File: src/hdl/drle_pkg.sv
`timescale 1ns / 1ps
// ----------------------------------------------------------------------------
// drle_pkg
// Shared types and constants for the dual run-length encoder.
// ----------------------------------------------------------------------------
package drle_pkg;

    localparam int VOXEL_W       = 32;
    localparam int NODE_W        = 23;
    localparam int LIGHT_W       = 8;
    localparam int LIGHT_LSB     = 23;
    localparam int NODE_MAX_RUN  = 512;
    localparam int LIGHT_MAX_RUN = 256;
    localparam int NODE_CNT_W    = 10;
    localparam int LIGHT_CNT_W   = 9;
    localparam int NODE_LEN_W    = 9;
    localparam int LIGHT_LEN_W   = 8;
    localparam int NODE_WORD_W   = NODE_W + NODE_LEN_W;
    localparam int LIGHT_WORD_W  = LIGHT_W + LIGHT_LEN_W;
    localparam int QUEUE_DEPTH_DEF = 4;

    // One decoded voxel as it travels from the front to the back.
    typedef struct packed {
        logic [NODE_W-1:0]  node_val;
        logic [LIGHT_W-1:0] light_lvl;
        logic               last;
    } item_t;

    // One result transaction.
    typedef struct packed {
        logic                    node_valid;
        logic [NODE_WORD_W-1:0]  node_word;
        logic                    light_valid;
        logic [LIGHT_WORD_W-1:0] light_word;
        logic                    last;
    } result_t;

    // Handshake between the queue head and the back end.
    typedef struct packed {
        logic  valid;
        item_t item;
    } head_t;

endpackage

File: src/hdl/drle_front.sv
`timescale 1ns / 1ps
// ----------------------------------------------------------------------------
// drle_front
// Accepts voxel words, splits them into node and light values and holds
// them in a short register queue for the encoder back end.
// ----------------------------------------------------------------------------
module drle_front #(
    parameter int DEPTH = drle_pkg::QUEUE_DEPTH_DEF
) (
    input  logic                          aclk,
    input  logic                          aresetn,
    input  logic                          s_valid,
    output logic                          s_ready,
    input  logic [drle_pkg::VOXEL_W-1:0]  s_voxel_word,
    input  logic                          s_last_in,
    output drle_pkg::head_t               head,
    input  logic                          head_pop
);
    import drle_pkg::*;

    localparam int AW = (DEPTH > 1) ? $clog2(DEPTH) : 1;
    localparam int CW = $clog2(DEPTH + 1);

    item_t         queue_reg [DEPTH];
    logic [AW-1:0] wr_ptr_reg, wr_ptr_next;
    logic [AW-1:0] rd_ptr_reg, rd_ptr_next;
    logic [CW-1:0] count_reg, count_next;
    item_t         in_item;
    logic          push;
    logic          pop;

    assign s_ready = (count_reg != CW'(DEPTH));
    assign push    = s_valid && s_ready;
    assign pop     = head_pop && (count_reg != '0);

    always_comb begin
        in_item.node_val  = s_voxel_word[NODE_W-1:0];
        in_item.light_lvl = s_voxel_word[LIGHT_LSB +: LIGHT_W];
        in_item.last      = s_last_in;
    end

    always_comb begin
        wr_ptr_next = wr_ptr_reg;
        rd_ptr_next = rd_ptr_reg;
        count_next  = count_reg;
        if (push) begin
            wr_ptr_next = (wr_ptr_reg == AW'(DEPTH - 1)) ? '0 : wr_ptr_reg + 1'b1;
        end
        if (pop) begin
            rd_ptr_next = (rd_ptr_reg == AW'(DEPTH - 1)) ? '0 : rd_ptr_reg + 1'b1;
        end
        if (push && !pop) begin
            count_next = count_reg + 1'b1;
        end else if (pop && !push) begin
            count_next = count_reg - 1'b1;
        end
    end

    always_ff @(posedge aclk) begin
        if (!aresetn) begin
            wr_ptr_reg <= '0;
            rd_ptr_reg <= '0;
            count_reg  <= '0;
        end else begin
            wr_ptr_reg <= wr_ptr_next;
            rd_ptr_reg <= rd_ptr_next;
            count_reg  <= count_next;
        end
    end

    always_ff @(posedge aclk) begin
        if (push) begin
            queue_reg[wr_ptr_reg] <= in_item;
        end
    end

    assign head.valid = (count_reg != '0);
    assign head.item  = queue_reg[rd_ptr_reg];

    a_count_bound: assert property (@(posedge aclk) disable iff (!aresetn)
        count_reg <= CW'(DEPTH))
        else $error("queue fill count exceeds its depth");

endmodule

File: src/hdl/drle_back.sv
`timescale 1ns / 1ps
// ----------------------------------------------------------------------------
// drle_back
// Run-length encoder proper: extends or closes the node and light runs for
// each queued voxel and drives the registered result channel.
// ----------------------------------------------------------------------------
module drle_back (
    input  logic                               aclk,
    input  logic                               aresetn,
    input  drle_pkg::head_t                    head,
    output logic                               head_pop,
    output logic                               m_valid,
    input  logic                               m_ready,
    output logic                               m_node_valid,
    output logic [drle_pkg::NODE_WORD_W-1:0]   m_node_run_word,
    output logic                               m_light_valid,
    output logic [drle_pkg::LIGHT_WORD_W-1:0]  m_light_run_word,
    output logic                               m_last_out
);
    import drle_pkg::*;

    logic [NODE_W-1:0]      node_value_reg, node_value_next;
    logic [NODE_CNT_W-1:0]  node_count_reg, node_count_next;
    logic [LIGHT_W-1:0]     light_value_reg, light_value_next;
    logic [LIGHT_CNT_W-1:0] light_count_reg, light_count_next;

    logic    out_valid_reg, out_valid_next;
    result_t out_reg, out_next;
    logic    pend_reg, pend_next;
    result_t pend_res_reg, pend_res_next;

    logic                   out_free;
    logic                   node_start, node_ext, node_close;
    logic                   light_start, light_ext, light_close;
    logic [NODE_CNT_W-1:0]  node_cnt_upd, node_cnt_m1, node_upd_m1;
    logic [LIGHT_CNT_W-1:0] light_cnt_upd, light_cnt_m1, light_upd_m1;
    result_t                close_res, flush_res;

    assign out_free = !out_valid_reg || m_ready;

    always_comb begin
        node_start = (node_count_reg == '0);
        node_ext   = !node_start && (head.item.node_val == node_value_reg)
                     && (node_count_reg < NODE_CNT_W'(NODE_MAX_RUN));
        node_close = !node_start && !node_ext;
        node_cnt_upd = node_ext ? node_count_reg + 1'b1 : NODE_CNT_W'(1);
        node_cnt_m1  = node_count_reg - 1'b1;
        node_upd_m1  = node_cnt_upd - 1'b1;

        light_start = (light_count_reg == '0);
        light_ext   = !light_start && (head.item.light_lvl == light_value_reg)
                      && (light_count_reg < LIGHT_CNT_W'(LIGHT_MAX_RUN));
        light_close = !light_start && !light_ext;
        light_cnt_upd = light_ext ? light_count_reg + 1'b1 : LIGHT_CNT_W'(1);
        light_cnt_m1  = light_count_reg - 1'b1;
        light_upd_m1  = light_cnt_upd - 1'b1;

        // A word whose valid bit is low goes out as zero.
        close_res.node_valid  = node_close;
        close_res.node_word   = node_close ?
            {node_cnt_m1[NODE_LEN_W-1:0], node_value_reg} : '0;
        close_res.light_valid = light_close;
        close_res.light_word  = light_close ?
            {light_cnt_m1[LIGHT_LEN_W-1:0], light_value_reg} : '0;
        close_res.last        = 1'b0;

        // The flush covers the runs as they stand after this voxel.
        flush_res.node_valid  = 1'b1;
        flush_res.node_word   = {node_upd_m1[NODE_LEN_W-1:0], head.item.node_val};
        flush_res.light_valid = 1'b1;
        flush_res.light_word  = {light_upd_m1[LIGHT_LEN_W-1:0], head.item.light_lvl};
        flush_res.last        = 1'b1;
    end

    always_comb begin
        node_value_next  = node_value_reg;
        node_count_next  = node_count_reg;
        light_value_next = light_value_reg;
        light_count_next = light_count_reg;
        out_valid_next   = out_valid_reg && !m_ready;
        out_next         = out_reg;
        pend_next        = pend_reg;
        pend_res_next    = pend_res_reg;
        head_pop         = 1'b0;

        if (out_free) begin
            if (pend_reg) begin
                out_valid_next = 1'b1;
                out_next       = pend_res_reg;
                pend_next      = 1'b0;
            end else if (head.valid) begin
                head_pop         = 1'b1;
                node_value_next  = head.item.node_val;
                node_count_next  = head.item.last ? '0 : node_cnt_upd;
                light_value_next = head.item.light_lvl;
                light_count_next = head.item.last ? '0 : light_cnt_upd;
                if (node_close || light_close) begin
                    out_valid_next = 1'b1;
                    out_next       = close_res;
                    if (head.item.last) begin
                        pend_next     = 1'b1;
                        pend_res_next = flush_res;
                    end
                end else if (head.item.last) begin
                    out_valid_next = 1'b1;
                    out_next       = flush_res;
                end
            end
        end
    end

    always_ff @(posedge aclk) begin
        if (!aresetn) begin
            node_value_reg  <= '0;
            node_count_reg  <= '0;
            light_value_reg <= '0;
            light_count_reg <= '0;
            out_valid_reg   <= 1'b0;
            pend_reg        <= 1'b0;
        end else begin
            node_value_reg  <= node_value_next;
            node_count_reg  <= node_count_next;
            light_value_reg <= light_value_next;
            light_count_reg <= light_count_next;
            out_valid_reg   <= out_valid_next;
            pend_reg        <= pend_next;
        end
    end

    always_ff @(posedge aclk) begin
        out_reg      <= out_next;
        pend_res_reg <= pend_res_next;
    end

    assign m_valid          = out_valid_reg;
    assign m_node_valid     = out_reg.node_valid;
    assign m_node_run_word  = out_reg.node_word;
    assign m_light_valid    = out_reg.light_valid;
    assign m_light_run_word = out_reg.light_word;
    assign m_last_out       = out_reg.last;

    a_pend_behind_out: assert property (@(posedge aclk) disable iff (!aresetn)
        pend_reg |-> out_valid_reg)
        else $error("pending flush without a result ahead of it");

    a_pend_runs_closed: assert property (@(posedge aclk) disable iff (!aresetn)
        pend_reg |-> (node_count_reg == '0 && light_count_reg == '0))
        else $error("runs still open while a flush is pending");

    a_node_bound: assert property (@(posedge aclk) disable iff (!aresetn)
        node_count_reg <= NODE_CNT_W'(NODE_MAX_RUN))
        else $error("node run longer than its maximum");

    a_light_bound: assert property (@(posedge aclk) disable iff (!aresetn)
        light_count_reg <= LIGHT_CNT_W'(LIGHT_MAX_RUN))
        else $error("light run longer than its maximum");

    a_flush_full: assert property (@(posedge aclk) disable iff (!aresetn)
        (out_valid_reg && out_reg.last) |-> (out_reg.node_valid && out_reg.light_valid))
        else $error("final result lacks a node or light run");

endmodule

File: src/hdl/dual_run_length_encoder_unit.sv
`timescale 1ns / 1ps
// ----------------------------------------------------------------------------
// dual_run_length_encoder_unit
// Run-length encodes the node and light fields of a voxel stream at once.
// ----------------------------------------------------------------------------
//  Channel  | Direction | Handshake          | Payload
//  s_       | in        | s_valid / s_ready  | s_voxel_word, s_last_in
//  m_       | out       | m_valid / m_ready  | m_node_valid, m_node_run_word,
//           |           |                    | m_light_valid, m_light_run_word,
//           |           |                    | m_last_out
//
//  One voxel per cycle is sustained while the output is not stalled and no
//  flush is pending; the back end then retires one queued voxel per cycle. A
//  last voxel that closes a run yields two results through the single output
//  register. Input reaches the result via the queue, then the output register.
//  Reset is synchronous and active low; it clears the queue and open runs.
//  A stalled output holds the back end; the queue keeps taking input until
//  it is full.
// ----------------------------------------------------------------------------
module dual_run_length_encoder_unit #(
    parameter int QUEUE_DEPTH = drle_pkg::QUEUE_DEPTH_DEF
) (
    input  logic                               aclk,
    input  logic                               aresetn,
    input  logic                               s_valid,
    output logic                               s_ready,
    input  logic [drle_pkg::VOXEL_W-1:0]       s_voxel_word,
    input  logic                               s_last_in,
    output logic                               m_valid,
    input  logic                               m_ready,
    output logic                               m_node_valid,
    output logic [drle_pkg::NODE_WORD_W-1:0]   m_node_run_word,
    output logic                               m_light_valid,
    output logic [drle_pkg::LIGHT_WORD_W-1:0]  m_light_run_word,
    output logic                               m_last_out
);
    import drle_pkg::*;

    head_t head;
    logic  head_pop;

    drle_front #(
        .DEPTH (QUEUE_DEPTH)
    ) u_front (
        .aclk         (aclk),
        .aresetn      (aresetn),
        .s_valid      (s_valid),
        .s_ready      (s_ready),
        .s_voxel_word (s_voxel_word),
        .s_last_in    (s_last_in),
        .head         (head),
        .head_pop     (head_pop)
    );

    drle_back u_back (
        .aclk             (aclk),
        .aresetn          (aresetn),
        .head             (head),
        .head_pop         (head_pop),
        .m_valid          (m_valid),
        .m_ready          (m_ready),
        .m_node_valid     (m_node_valid),
        .m_node_run_word  (m_node_run_word),
        .m_light_valid    (m_light_valid),
        .m_light_run_word (m_light_run_word),
        .m_last_out       (m_last_out)
    );

endmodule
File: config.mk
export PLATFORM = sky130hd
export DESIGN_NAME = dual_run_length_encoder_unit
export DESIGN_NICKNAME = d
export VERILOG_FILES = /design/src/hdl/drle_pkg.sv /design/src/hdl/drle_front.sv /design/src/hdl/drle_back.sv /design/src/hdl/dual_run_length_encoder_unit.sv
export SDC_FILE = /design/constraint.sdc
export NUM_CORES = 1
export LEC_CHECK = 0
export ABC_AREA = 1
export BUFFER_PORTS_ARGS = -buffer_cell sky130_fd_sc_hd__buf_4
export CORE_ASPECT_RATIO = 2
export CORE_MARGIN = 2
export CORE_UTILIZATION = 44
export CTS_BUF_LIST = sky130_fd_sc_hd__clkbuf_4 sky130_fd_sc_hd__clkbuf_8 sky130_fd_sc_hd__clkbuf_16
export DETAILED_ROUTE_END_ITERATION = 12
export SETUP_SLACK_MARGIN = 0.02
export SLEW_MARGIN = 5
export SYNTH_ARGS = -nofsm -noshare
export SYNTH_HDL_FRONTEND = slang
export SYNTH_HIERARCHICAL = 1
export SYNTH_SLANG_ARGS = --single-unit
File: constraint.sdc
create_clock -name aclk -period 4.92 [get_ports aclk]
set_clock_uncertainty 0.2 [all_clocks]
set_input_delay 0.738 -clock aclk [delete_from_list [all_inputs] [get_ports aclk]]
set_output_delay 0.738 -clock aclk [all_outputs]
set_load 0.05 [all_outputs]
==> impl_metrics.py <==
metrics = {
    "run_status": {
        "outcome": "completed",
    },
    "grt": {
        "use_met2_pct": 34.8,
        "use_met1_pct": 19.6,
        "grt_pass1_vias": 8586,
        "grt_max_degree": 75,
        "antenna_found_initial": 0,
        "grt_use_total_pct": 18.1,
        "grt_first_pass_wirelength_um": 44200,
        "top_usage_layer": "met2",
        "grt-ovfl-total": 0,
        "use_met3_pct": 1.98,
    },
    "floorplanning": {
        "die_x_um": 124,
        "ios": 90,
        "fp-row-count": 88,
        "start_util_pct": 44.4,
        "dieArea_mm2": 0.0305,
        "coreArea_mm2": 0.0287,
        "die_y_um": 245,
    },
    "place": {
        "dp_hpwl_um": 18900,
        "placed_cells": 1618,
        "gp_congestion": 0.888,
        "dp_slack_ps": 875,
        "place_area_mm2": 0.0137,
        "io_buffers": 88,
    },
    "critical_path": {
        "r2r.worst_path.cells": 14,
        "crit_path_max_fanout": 28,
        "slowest_delay_ps": 560,
        "cp.depth": 14,
        "critPathCaptureType": "register",
        "crit_arrival_ps": 4050,
        "critPathLaunchType": "register",
        "crit_path_frequent_cell": "o21ai_0",
        "required_ps": 4920,
        "critPathBufInv": 3,
        "crit_path_top_delay_cell": "dfxtp_2",
        "path_class": "register to register",
        "path_cells": "buf_4 -> o21ai_0 -> o22ai_1 -> inv_1 -> o21ai_0 -> nor2_1 -> nand2_1 -> nor2_2 -> nand2_2 -> o21ai_2 -> nand2_1 -> o21ai_0 -> a21oi_4 -> buf_4",
        "cp_top_family": "compound AO/OA/AOI/OAI gates",
    },
    "logic_synthesis": {
        "synth_edf_count": 227,
        "ys_seq_area_share_pct": 62.9,
        "async_flop_share_pct": 0,
        "syn_inst": 1201,
        "synthesis.nets": 1252,
        "syn_area_mm2": 0.0128,
        "ys_warn_count": 6,
        "synth_flop_cell": "edfxtp_1",
        "synth.distinct_cells": 43,
        "yosys_register_bits": 288,
        "avgSynthCellArea_um2": 10.6,
    },
    "power": {
        "vdd_drop_max_mv": 0.414,
        "power_density_mw_per_mm2": 665,
        "power.leakage_nw": 5.61,
        "p_total_mw": 9.71,
    },
    "clocking": {
        "cts.sink_count": 288,
        "cts.clk_slew.worst_paths_ps": 60,
        "clk_path_buf_depth": 3,
        "tritoncts": "yes",
        "cts-buffers-inserted": 25,
        "ctsHtreeMaxLevel": 1,
        "clock_latency_ps": 530,
        "cts_hold_buffers": 0,
        "cts-root-buf": "clkbuf_16",
        "ctsResizeCount": 0,
        "post-cts-setup-buffer-count": 0,
    },
    "cells_and_area": {
        "final_cell_area_mm2": 0.0146,
        "final_nets": 1336,
        "fill_cells": 2611,
        "largest_register_ffs": 128,
        "multiInputGateArea_mm2": 0.00393,
        "seqCellArea_mm2": 0.00804,
        "diodes": 0,
        "area_delta_synth_final_pct": 14.3,
        "drive_gt1_share_pct": 16.8,
        "fin_cells": 1663,
    },
    "routing": {
        "vias_per_cell": 5.19,
        "drc": 0,
        "vias": 8631,
        "drtIter0Drc": 410,
        "post_drt_wl_per_cell_um": 16.6,
        "ant_nets": 0,
        "first_pass_iters": 4,
        "wl_um": 27700,
    },
    "sta": {
        "maxClockFrequency_mhz": 247,
        "setup_tns_ps": 0,
        "hold_viol_final": 0,
        "slew-limit-headroom_pct": 49.4,
        "fin_crit_ps": 4050,
        "worst_slack_ps": 869,
        "rsz0062_at_grt": "false",
        "final_max_slew_viol_count": 0,
        "worst_pin_slew_ps": 758,
        "period_share_pct": 82.3,
        "setup_viol": 0,
    },
    "flow_run": {
        "maxCapViolations": 0,
    },
    "min_path": {
        "holdCritPathClass": "primary input to register",
        "holdPathStages": 1,
        "min-delay-start": "s_voxel_word[24]",
    },
}
layer usage:
layer / share of wire, % / vias to the layer above
met1: 38 / 4116
met5: 0 / -
li1: - / 4281
met4: 3.7 / 0
met3: 3.3 / 55
met2: 55 / 179
kinds of logic after synthesis:
logic type | synth area share, %
and+or+nand+nor | 15.0
adders and majority gates | 1.43
DFF | 62.9
xor gates and xnor gates | 2.06
AOI/OAI and AO/OA | 12.1
buffers and inverters | 6.54
power breakdown:
part	switching, mW	total, mW	internal [mW]
sequential	0.220	3.69	3.47
clock	0.847	2.03	1.18
combinational	2.87	4.00	1.12
Yosys cell counts, types with 2 or more instances:
cell type	n	share of area, %
ha_1	13	1.3
nand3_2	2	0.16
dfxtp_1	61	9.6
inv_1	116	3.4
o22ai_1	35	1.7
buf_6	16	1.4
xnor2_1	8	0.55
nand2_1	226	6.6
o21ai_2	3	0.21
o21bai_2	2	0.18
edfxtp_1	227	53
nand4_1	12	0.59
o211ai_2	4	0.39
nor2_2	4	0.20
buf_4	8	0.47
o221ai_2	19	2.2
nand2_4	5	0.44
inv_2	4	0.12
nor2_1	146	4.3
and2_1	2	0.098
o21ai_1	28	1.1
nand2_2	4	0.20
clkbuf_1	18	0.53
a21oi_1	53	2.1
o221ai_1	6	0.41
o211ai_1	3	0.18
inv_4	2	0.098
nor2_4	3	0.26
nand3_1	33	1.3
o21ai_0	89	3.5
a31oi_1	2	0.098
buf_2	10	0.39
nor3_1	6	0.24
xor2_1	22	1.5
per-stage QoR:
stage	util [%]	hold WS [ps]
finish	50.8	206
floorplan	-	245
global route	50.8	190
CTS	50.8	182
detailed placement	47.8	260
global placement	47.8	255
placed cells by master, fill, tap and decap left out, drive strengths merged:
cell type	synthesis	layout
fa	1	1
o22ai	35	35
nand3b	1	1
o21ai	120	120
nand4	12	12
clkbuf	18	30
clkinvlp	0	5
a21oi	53	53
clkinv	0	6
nand3	36	36
dfxtp	61	61
nand2	235	235
nor2	154	154
buf	35	110
o211ai	7	7
and2	2	2
o21bai	2	2
xnor2	8	8
nor3	7	7
bufinv	0	4
edfxtp	227	227
o221ai	25	25
a31oi	2	2
xor2	22	22
ha	13	13
inv	123	123
or2	2	2
worst reg2reg max path: cells and delay by family, from the launching register on:
kind / cells / cell delay [ps]
DFF: 1 / 560
and+or+nand+nor: 5 / 500
buffers and inverters: 3 / 870
AOI/OAI and AO/OA: 6 / 1570
final cells by class:
class,instances,area share [%]
clock buffers,30,4.54
clock inverters,15,1.30
inverters,123,3.25
multi-input cells,737,26.9
flip-flops and latches,288,55.1
well taps,360,3.09
repair buffers,110,5.83
path summary, 6_finish.rpt:
path / end / slack [ps]
max: u_back/m_node_run_word[10] / 870
min: u_front/queue_reg[0][2] / 210
max reg2reg: u_back/m_node_run_word[10] / 870
min reg2reg: u_back/light_count_reg[8] / 270
Note: power is estimated with default switching activity, not from simulation.
